[src/rtl/core/bfsa_pkg.sv]
// Shared types and constants for the best-fit segment allocator.
// No dependencies.
package bfsa_pkg;
  localparam int MaxSeg   = 16;
  localparam int SegIdxW  = $clog2(MaxSeg);
  localparam int SegCntW  = $clog2(MaxSeg + 1);
  localparam int MemUnits = 1024;
  localparam int LenW     = 11;
  localparam int PidW     = 8;
  localparam int AddrW    = 10;
  localparam int StatW    = 3;
  localparam int QDepth   = 2;

  localparam logic [StatW-1:0] ST_OK         = 3'd0;
  localparam logic [StatW-1:0] ST_OK_COMPACT = 3'd1;
  localparam logic [StatW-1:0] ST_NOFIT      = 3'd2;
  localparam logic [StatW-1:0] ST_FULL       = 3'd3;
  localparam logic [StatW-1:0] ST_FREED      = 3'd4;

  typedef enum logic [1:0] {CMD_ALLOC, CMD_FREE, CMD_ZERO} cmd_kind_t;

  typedef struct packed {
    cmd_kind_t        kind;
    logic [PidW-1:0]  pid;
    logic [LenW-1:0]  need;
  } cmd_t;

  typedef enum logic [3:0] {
    S_IDLE, S_FREE, S_MERGE, S_MSHIFT, S_SCAN, S_COMPACT, S_CTOP,
    S_GRANT, S_SPLIT, S_SSHIFT, S_OUT
  } bk_state_t;
endpackage

[src/rtl/core/bfsa_front.sv]
// Front end: accepts items, classifies them and queues commands.
// Depends on bfsa_pkg.
module bfsa_front (
  input  logic           clk,
  input  logic           rst_n,
  input  logic           in_tvalid,
  output logic           in_tready,
  input  logic           in_tuser,   // action
  input  logic [23:0]    in_tdata,   // pid[7:0], request_size[18:8], zero pad
  input  logic           flush,
  output logic           q_valid,
  output bfsa_pkg::cmd_t q_cmd,
  input  logic           q_pop
);
  import bfsa_pkg::*;
  cmd_t q_r [QDepth];
  logic [$clog2(QDepth)-1:0] wp_r, rp_r;
  logic [$clog2(QDepth+1)-1:0] cnt_r;
  cmd_t c;
  logic push, pop;

  // classify the incoming item
  always_comb begin
    c.pid  = in_tdata[PidW-1:0];
    c.need = in_tdata[PidW+LenW-1:PidW];
    if (in_tuser) c.kind = CMD_FREE;
    else if (c.need == '0) c.kind = CMD_ZERO;
    else c.kind = CMD_ALLOC;
  end

  assign in_tready = (cnt_r != QDepth[$clog2(QDepth+1)-1:0]);
  assign push = in_tvalid && in_tready;
  assign pop = q_pop && q_valid;
  assign q_valid = (cnt_r != '0);
  assign q_cmd = q_r[rp_r];

  // queue storage and pointers
  always_ff @(posedge clk) begin
    if (push) q_r[wp_r] <= c;
    if (!rst_n || flush) begin
      wp_r <= '0; rp_r <= '0; cnt_r <= '0;
    end else begin
      if (push) wp_r <= wp_r + 1'b1;
      if (pop) rp_r <= rp_r + 1'b1;
      cnt_r <= cnt_r + {{($clog2(QDepth+1)-1){1'b0}}, push}
                     - {{($clog2(QDepth+1)-1){1'b0}}, pop};
    end
  end
endmodule

[src/rtl/core/bfsa_back.sv]
// Back end: walks the segment table one entry per cycle to free, merge,
// search, compact and split. Depends on bfsa_pkg.
module bfsa_back (
  input  logic                      clk,
  input  logic                      rst_n,
  input  logic                      cfg_wr_en,
  input  logic [10:0]               cfg_wr_data,
  input  logic                      q_valid,
  input  bfsa_pkg::cmd_t            q_cmd,
  output logic                      q_pop,
  output logic                      out_tvalid,
  input  logic                      out_tready,
  output logic [15:0]               out_tdata  // status[2:0], grant_addr[12:3], pad
);
  import bfsa_pkg::*;
  logic [LenW-1:0] st_r [MaxSeg];
  logic [LenW-1:0] ln_r [MaxSeg];
  logic [MaxSeg-1:0] us_r;
  logic [PidW-1:0] ow_r [MaxSeg];
  logic [SegCntW-1:0] cnt_r;
  logic [LenW-1:0] msize_r;
  bk_state_t s_r, s_nxt;
  cmd_t cmd_r;
  logic [SegCntW-1:0] i_r, k_r, n_r;
  logic [LenW-1:0] pos_r, slack_r;
  logic best_v_r, compacted_r;
  logic [SegIdxW-1:0] best_r;
  logic [StatW-1:0] stat_r;
  logic [AddrW-1:0] addr_r;
  logic [LenW-1:0] clamp;
  logic [SegIdxW-1:0] ii, kk, nn, bi;
  logic fits;
  logic [LenW-1:0] sl;

  assign ii = i_r[SegIdxW-1:0];
  assign kk = k_r[SegIdxW-1:0];
  assign nn = n_r[SegIdxW-1:0];
  assign bi = best_r;
  assign fits = !us_r[ii] && ln_r[ii] >= cmd_r.need;
  assign sl = ln_r[ii] - cmd_r.need;
  assign q_pop = (s_r == S_IDLE) && q_valid;
  assign out_tvalid = (s_r == S_OUT);
  assign out_tdata = {3'b000, addr_r, stat_r};

  // clamp a written size into range
  always_comb begin
    if (cfg_wr_data == '0) clamp = LenW'(1);
    else if (cfg_wr_data > LenW'(MemUnits)) clamp = LenW'(MemUnits);
    else clamp = cfg_wr_data;
  end

  // next state
  always_comb begin
    s_nxt = s_r;
    case (s_r)
      S_IDLE: if (q_valid) begin
        case (q_cmd.kind)
          CMD_FREE: s_nxt = S_FREE;
          CMD_ALLOC: s_nxt = S_SCAN;
          default: s_nxt = S_OUT;
        endcase
      end
      S_FREE: if (i_r + 1'b1 >= cnt_r) s_nxt = S_MERGE;
      S_MERGE: begin
        if (i_r + 1'b1 >= cnt_r) s_nxt = S_OUT;
        else if (!us_r[ii] && !us_r[ii+1'b1]) s_nxt = S_MSHIFT;
      end
      S_MSHIFT: if (k_r + 1'b1 >= cnt_r) s_nxt = S_MERGE;
      S_SCAN: if (i_r + 1'b1 >= cnt_r) begin
        if (best_v_r || fits) s_nxt = S_GRANT;
        else if (compacted_r) s_nxt = S_OUT;
        else s_nxt = S_COMPACT;
      end
      S_COMPACT: if (i_r + 1'b1 >= cnt_r) s_nxt = S_CTOP;
      S_CTOP: s_nxt = S_SCAN;
      S_GRANT: begin
        if (ln_r[bi] == cmd_r.need) s_nxt = S_OUT;
        else if (cnt_r >= SegCntW'(MaxSeg)) s_nxt = S_OUT;
        else s_nxt = S_SSHIFT;
      end
      S_SSHIFT: if (k_r <= {1'b0, best_r} + 2'd1) s_nxt = S_SPLIT;
      S_SPLIT: s_nxt = S_OUT;
      S_OUT: if (out_tready) s_nxt = S_IDLE;
      default: s_nxt = S_IDLE;
    endcase
  end

  // datapath
  always_ff @(posedge clk) begin
    if (!rst_n || cfg_wr_en) begin
      s_r <= S_IDLE;
      us_r <= '0;
      cnt_r <= SegCntW'(1);
      st_r[0] <= '0;
      ln_r[0] <= rst_n ? clamp : LenW'(MemUnits);
      if (!rst_n) msize_r <= LenW'(MemUnits);
      else msize_r <= clamp;
    end else begin
      s_r <= s_nxt;
      case (s_r)
        S_IDLE: begin
          cmd_r <= q_cmd;
          i_r <= '0; best_v_r <= 1'b0; compacted_r <= 1'b0;
          addr_r <= '0;
          stat_r <= (q_cmd.kind == CMD_FREE) ? ST_FREED : ST_FULL;
        end
        S_FREE: begin
          if (us_r[ii] && ow_r[ii] == cmd_r.pid) us_r[ii] <= 1'b0;
          i_r <= (i_r + 1'b1 >= cnt_r) ? '0 : i_r + 1'b1;
        end
        S_MERGE: begin
          if (i_r + 1'b1 < cnt_r) begin
            if (!us_r[ii] && !us_r[ii+1'b1]) begin
              ln_r[ii] <= ln_r[ii] + ln_r[ii+1'b1];
              k_r <= i_r + 1'b1;
            end else i_r <= i_r + 1'b1;
          end
        end
        S_MSHIFT: begin
          if (k_r + 1'b1 < cnt_r) begin
            st_r[kk] <= st_r[kk+1'b1]; ln_r[kk] <= ln_r[kk+1'b1];
            us_r[kk] <= us_r[kk+1'b1]; ow_r[kk] <= ow_r[kk+1'b1];
            k_r <= k_r + 1'b1;
          end else cnt_r <= cnt_r - 1'b1;
        end
        S_SCAN: begin
          if (fits && (!best_v_r || sl < slack_r)) begin
            best_v_r <= 1'b1; best_r <= ii; slack_r <= sl;
          end
          if (i_r + 1'b1 >= cnt_r) begin
            i_r <= '0; n_r <= '0; pos_r <= '0;
            if (!(best_v_r || fits)) stat_r <= compacted_r ? ST_NOFIT : ST_OK_COMPACT;
            else stat_r <= compacted_r ? ST_OK_COMPACT : ST_OK;
          end else i_r <= i_r + 1'b1;
        end
        S_COMPACT: begin
          if (us_r[ii]) begin
            st_r[nn] <= pos_r; ln_r[nn] <= ln_r[ii];
            us_r[nn] <= 1'b1; ow_r[nn] <= ow_r[ii];
            pos_r <= pos_r + ln_r[ii];
            n_r <= n_r + 1'b1;
          end
          i_r <= i_r + 1'b1;
        end
        S_CTOP: begin
          compacted_r <= 1'b1; i_r <= '0;
          if (pos_r < msize_r && n_r < SegCntW'(MaxSeg)) begin
            st_r[nn] <= pos_r; ln_r[nn] <= msize_r - pos_r; us_r[nn] <= 1'b0;
            cnt_r <= n_r + 1'b1;
          end else cnt_r <= n_r;
        end
        S_GRANT: begin
          k_r <= cnt_r;
          if (ln_r[bi] == cmd_r.need) begin
            us_r[bi] <= 1'b1; ow_r[bi] <= cmd_r.pid;
            addr_r <= st_r[bi][AddrW-1:0];
          end else if (cnt_r >= SegCntW'(MaxSeg)) stat_r <= ST_FULL;
        end
        S_SSHIFT: begin
          if (k_r > {1'b0, best_r} + 2'd1) begin
            st_r[kk] <= st_r[kk-1'b1]; ln_r[kk] <= ln_r[kk-1'b1];
            us_r[kk] <= us_r[kk-1'b1]; ow_r[kk] <= ow_r[kk-1'b1];
            k_r <= k_r - 1'b1;
          end
        end
        S_SPLIT: begin
          st_r[bi+1'b1] <= st_r[bi] + cmd_r.need;
          ln_r[bi+1'b1] <= ln_r[bi] - cmd_r.need;
          us_r[bi+1'b1] <= 1'b0;
          ln_r[bi] <= cmd_r.need;
          us_r[bi] <= 1'b1; ow_r[bi] <= cmd_r.pid;
          addr_r <= st_r[bi][AddrW-1:0];
          cnt_r <= cnt_r + 1'b1;
        end
        default: ;
      endcase
    end
  end
endmodule

[src/rtl/core/best_fit_segment_allocator_core.sv]
// Best-fit segment allocator top level: front queue plus table engine.
// Depends on bfsa_pkg, bfsa_front, bfsa_back.
//
// Usage: send requests on in_* (tuser = action, 1 frees a pid; tdata =
// pid and request_size). Each item yields one result on out_* with the
// status and granted start address. A two-entry command queue sits between
// the front end and the table engine, so up to two items are taken while
// the engine works or the receiver stalls. The engine visits one table
// entry per cycle and works on one item at a time. An allocate costs one
// scan, plus on no fit a compaction pass, a top-hole step and a rescan,
// plus a shift of up to 14 entries on a split. A free costs a release
// pass and a merge walk in which every merge shifts the tail down one
// entry. A result holds on out_* until out_tready. Reset (rst_n low,
// synchronous) and any cfg_wr_en write reset the table to one free hole
// and drop queued items; the register clamps to 1..1024.
module best_fit_segment_allocator_core (
  input  logic        clk,
  input  logic        rst_n,
  input  logic        cfg_wr_en,
  input  logic [10:0] cfg_wr_data,
  input  logic        in_tvalid,
  output logic        in_tready,
  input  logic        in_tuser,   // action
  input  logic [23:0] in_tdata,   // pid[7:0], request_size[18:8], zero pad
  output logic        out_tvalid,
  input  logic        out_tready,
  output logic [15:0] out_tdata   // status[2:0], grant_addr[12:3], zero pad
);
  import bfsa_pkg::*;
  logic q_valid, q_pop;
  cmd_t q_cmd;

  bfsa_front u_front (
    .clk, .rst_n, .in_tvalid, .in_tready, .in_tuser, .in_tdata,
    .flush(cfg_wr_en), .q_valid, .q_cmd, .q_pop
  );

  bfsa_back u_back (
    .clk, .rst_n, .cfg_wr_en, .cfg_wr_data, .q_valid, .q_cmd, .q_pop,
    .out_tvalid, .out_tready, .out_tdata
  );
endmodule
[config.mk]
export PLATFORM = sky130hd
export DESIGN_NAME = best_fit_segment_allocator_core
export DESIGN_NICKNAME = d
export VERILOG_FILES = /design/src/rtl/core/bfsa_pkg.sv /design/src/rtl/core/bfsa_front.sv /design/src/rtl/core/bfsa_back.sv /design/src/rtl/core/best_fit_segment_allocator_core.sv
export SDC_FILE = /design/constraint.sdc
export NUM_CORES = 2
export LEC_CHECK = 0
export BUFFER_PORTS_ARGS = -buffer_cell sky130_fd_sc_hd__buf_2
export CAP_MARGIN = 20
export CORE_AREA = 4 4 259 324
export CTS_BUF_LIST = sky130_fd_sc_hd__clkbuf_16
export CTS_CLUSTER_DIAMETER = 200
export DETAILED_ROUTE_END_ITERATION = 10
export DIE_AREA = 0 0 263 328
export PLACE_DENSITY = 0.83
export RECOVER_POWER = 100
export REMOVE_ABC_BUFFERS = 1
export SLEW_MARGIN = 20
export SYNTH_ARGS = -nofsm -noshare
export SYNTH_HDL_FRONTEND = slang
export SYNTH_HIERARCHICAL = 1
export SYNTH_SLANG_ARGS = --single-unit
[constraint.sdc]
create_clock -name clk -period 6.3 [get_ports clk]
set_input_delay 0.315 -clock clk [delete_from_list [all_inputs] [get_ports clk]]
set_output_delay 0.315 -clock clk [all_outputs]
set_load 0.02 [all_outputs]
==> impl.org <==
** Run status
- Status :: complete, but fails checks
- Failing checks :: max-capacitance violations, max-slew violations

** STA
- Max Freq :: 160 MHz
- For the pin with the worst max-slew slack, the measured transition is 3.18 ns.
- Number of setup violations in the final report :: 0
- Number of max-slew violations in the final report :: 186
- Dividing the final minimum period by the clock period gives 0.991.
- Setup repair after global routing missed its margin :: false
- Time the worst path needs with I/O delays and setup :: 6.24 ns
- In the final timing run, aggregate negative setup slack is 0 ns.
- Number of hold violations in the final report :: 0
- Headroom to the max-slew limit :: -1.12
- On the final layout, the worst clock skew is 0.0546 ns.

** Critical path
- Required time of the worst setup path :: 6.69 ns
- The critical path contains buffers and inverters numbering 3 combined.
- Top Family by Delay on Critical Path :: simple AND/OR/NAND/NOR gates
- Largest fanout of any net on the critical path :: 40
- Across all register-to-register paths, the minimum setup slack is 0.06 ns.
- STA classifies the critical path endpoint as a flip-flop.
- The worst setup path is launched from a flip-flop.
- Among all stages on the critical path, the largest delay is contributed by o21ai_0.
- CP max stage delay :: 0.93 ns
- Worst Path Arrival :: 6.63 ns
- Type of the setup path with the least slack :: flip-flop to flip-flop
- The signal on the critical path passes through buf_4, buf_4, mux4_2, a22o_1, nor2_1, nand3_1, nor3_2, nand2_1, nand2_1, nand3_1, o21ai_0, buf_12.

** Power
- Areal power density over the cells :: 221 nW/µm²
- Switching share of total power :: 0.287
- Of the total power, registers draw 0.459.
- P_int :: 0.00742 W
- Switching Power :: 0.00298 W
- The worst-case IR drop observed on VDD is 230 µV.
- Power comes to 0.0104 W.
- Clock network fraction of total power :: 0.342
- The share of total power dissipated in combinational logic is 0.199.
- In this run the static leakage power is 16.0 nW.

** Clock network
- CTS placed an instance of clkbuf_16 at the clock tree root.
- After clock tree synthesis, the clock-pin slew on the worst setup and hold paths is 0.07 ns.
- CTS max path bufs :: 3
- For the worst-skew pair, the clock arrives at the later sink with an insertion delay of 0.68 ns.
- After clock tree synthesis, the setup repair step added 0 buffers.
- TritonCTS buffer count :: 61
- The H-tree generated during clock tree synthesis spans 2 levels.
- Sinks on the clock net :: 630
- CTS tree :: done

** Logic synthesis
- Post-synth EDFFs :: 592
- Post-synthesis instance area :: 43,300 µm²
- Netlist cell types :: 97
- After synthesis the netlist holds a flip-flop and latch count of 630.
- A synthesized cell averages 13.5 µm².
- FFs w/ async S/R, synth :: 0
- During synthesis, Yosys emitted a total of 6 warnings.
- In the synthesized netlist the dominant register cell turns out to be edfxtp_1.
- In the synthesized netlist, the number of instances is 3,198.
- Of the synthesized area, sequential elements account for 0.428.

** Floorplan
- Number of primary I/O pins :: 59
- Starting utilization of the core area :: 0.534
- The die covers 86,300 µm².
- The die is 328 µm tall.
- Core Area :: 81,100 µm²
- Die X :: 263 µm
- Standard-cell row count :: 117

** Cells and area
- For this run, the post-layout net count is 3,410.
- Relative to the synthesized area, the layout overhead comes to 8.63%.
- Total area of multi-input combinational cells :: 23,300 µm²
- Total area of sequential cells :: 18,600 µm²
- Share of final-layout standard cells stronger than drive strength 1 :: 0.264
- Commonest cells after routing, fill and taps aside :: edfxtp_1, mux4_2, nor2_1
- The library cell used most frequently in the layout, excluding fill and tap cells, is edfxtp_1.
- After filler insertion, the fill cell instance count of the layout stands at 6,134.

** GRT
- Vias in the first global route :: 32,549
- Maximum number of pins on one net before global-route repair :: 103
- The first global-routing pass estimated 215 mm of wire.
- Across every metal layer, demand over resource in global routing totals 0.336.
- Leftover overflow at the end of global routing :: 0
- Initial antenna violation count :: 7

** Drt
- Summing over every cut layer, the via total after detailed routing is 32,960.
- Dividing the detail-routed via count by the number of cells gives 7.55.
- After detailed routing, the average wire length per cell comes to 33.8 µm.
- DRC violations left :: 0
- The count of nets left with antenna violations once routing finished came out at 0.
- The first routing iteration left 5,364 violations.
- The first detailed-routing pass ran for 9 iterations.
- After detailed routing, the total wire length is 148 mm.

** Place
- Placer Congestion :: 1.03
- Post-DP HPWL :: 97.7 mm
- Port buffering added 50 buffers.

** Min path
- The path class of the tightest hold or removal check is input pin to flip-flop.

** Job
- Across the run, the number of max-cap violations was 7.
-- tightest hold or removal path: stages --
cell and delay, ns:
buf_2 0.13, nand2b_1 0.16, a21oi_1 0.05
-- registers in the layout (all words and copies together) (netlist names), 4 cells and up, named ones only --
| signal | flops |
|---|---|
| u_back/pos_r | 11 |
| u_back/cnt_r | 5 |
| u_back/st_r | 160 |
| u_back/msize_r | 11 |
| u_back/i_r | 5 |
| u_back/us_r | 16 |
| u_front/q_r | 42 |
| u_back/ow_r | 128 |
| u_back/ln_r | 176 |
| u_back/cmd_r | 19 |
| u_back/s_r | 4 |
| u_back/n_r | 5 |
| u_back/slack_r | 11 |
| u_back/addr_r | 10 |
| u_back/k_r | 5 |
| u_back/best_r | 4 |
-- routing by layer --
layer,track usage,vias to the layer above,part of all wire,wire (µm)
li1,-,13004,-,-
met1,0.387,15900,0.29,43300
met2,0.515,3194,0.45,65800
met3,0.119,848,0.16,22900
met4,0.257,14,0.10,15300
met5,0.00732,-,0.0011,166
-- area by class of cell --
class | count | share of cell area
diodes | 1 | 0.0000532
clock buffers | 62 | 0.0330
clock inverters | 49 | 0.00729
inverters | 103 | 0.00822
multi-input cells | 2199 | 0.495
flip-flops and latches | 630 | 0.395
well taps | 1071 | 0.0285
repair buffers | 251 | 0.0334
-- final timing paths --
path	startpoint	to	depth (start not counted)
worst max-delay path	u_back/i_r[0]$_DFFE_PP_	u_back/ln_r[9][3]$_DFFE_PP_	12
worst max register to register	u_back/i_r[0]$_DFFE_PP_	u_back/ln_r[9][3]$_DFFE_PP_	12
worst min-delay path	cfg_wr_en	u_front/wp_r$_SDFFE_PP0P_	3
worst min register to register	u_front/rp_r$_SDFFE_PP0P_	u_front/rp_r$_SDFFE_PP0P_	2
-- power by group through the flow --
stage / Combinational, W / Clock (W) / Sequential [W]
after floorplan: 0.00140 / 0 / 0.00489
after global placement: 0.00194 / 0 / 0.00485
after detailed placement: 0.00199 / 0 / 0.00486
after CTS: 0.00201 / 0.00358 / 0.00477
final: 0.00207 / 0.00356 / 0.00478
after global routing: 0.00220 / 0.00377 / 0.00478
-- synthesized netlist by cell type, types with 9 or more instances --
cell type	n	share of area
o211ai_1	13	0.0023
a31oi_1	33	0.0048
nand3_1	72	0.0083
mux2_2	53	0.014
ha_1	116	0.034
nor2_1	277	0.024
dfxtp_1	38	0.018
xnor2_1	56	0.011
a21oi_1	233	0.027
mux2i_1	79	0.018
buf_2	77	0.0089
buf_1	34	0.0029
and2_1	21	0.0030
inv_1	100	0.0087
and3_1	10	0.0014
o21ai_0	95	0.011
a211oi_1	26	0.0045
o221ai_1	12	0.0024
a22oi_1	22	0.0038
nor3_1	35	0.0040
nor4_1	9	0.0013
a311oi_1	14	0.0028
xor2_1	30	0.0061
nand2_1	153	0.013
o21a_1	20	0.0035
a21o_1	25	0.0043
nand2b_1	24	0.0035
clkbuf_1	132	0.011
mux4_2	543	0.28
nor2b_1	53	0.0077
o221a_2	15	0.0039
edfxtp_1	592	0.41
buf_4	18	0.0031
-- per-stage QoR --
stage | cells | util | hold WS [ns] | setup WS [ns] | area, µm²
after detailed placement | 4233 | 0.559 | 0.499 | 0.437 | 45300
after global placement | 4233 | 0.559 | 0.488 | 0.463 | 45300
after CTS | 4365 | 0.585 | 0.0135 | 0.372 | 47400
after global routing | 4366 | 0.580 | 0.0405 | 0.0658 | 47000
final | 4366 | 0.580 | 0.0355 | 0.0594 | 47000
after floorplan | 2932 | - | 0.414 | -13.88 | 42100
-- logic make-up (layout without fill, tap and decap cells) --
| logic type | count (synthesis) | count (layout) | share of synthesized area |
|---|---|---|---|
| compound gates | 614 | 614 | 0.0917 |
| xor+xnor | 88 | 88 | 0.0181 |
| fa+ha+maj | 123 | 123 | 0.0368 |
| buf+inv | 371 | 465 | 0.0363 |
| flops | 630 | 630 | 0.428 |
| mux | 675 | 675 | 0.314 |
| other cells | 1 | 4 | 0.0000866 |
| simple gates | 696 | 696 | 0.0744 |
-- what timing repair did --
| item | in CTS | in global routing |
|---|---|---|
| endpoints found under the hold margin | 41 | 0 |
| endpoints found under the setup margin | 0 | 18 |
| hold buffers | 21 | 0 |
| gates resized for setup | 0 | 1 |
Note: power is estimated with default switching activity, not from simulation.
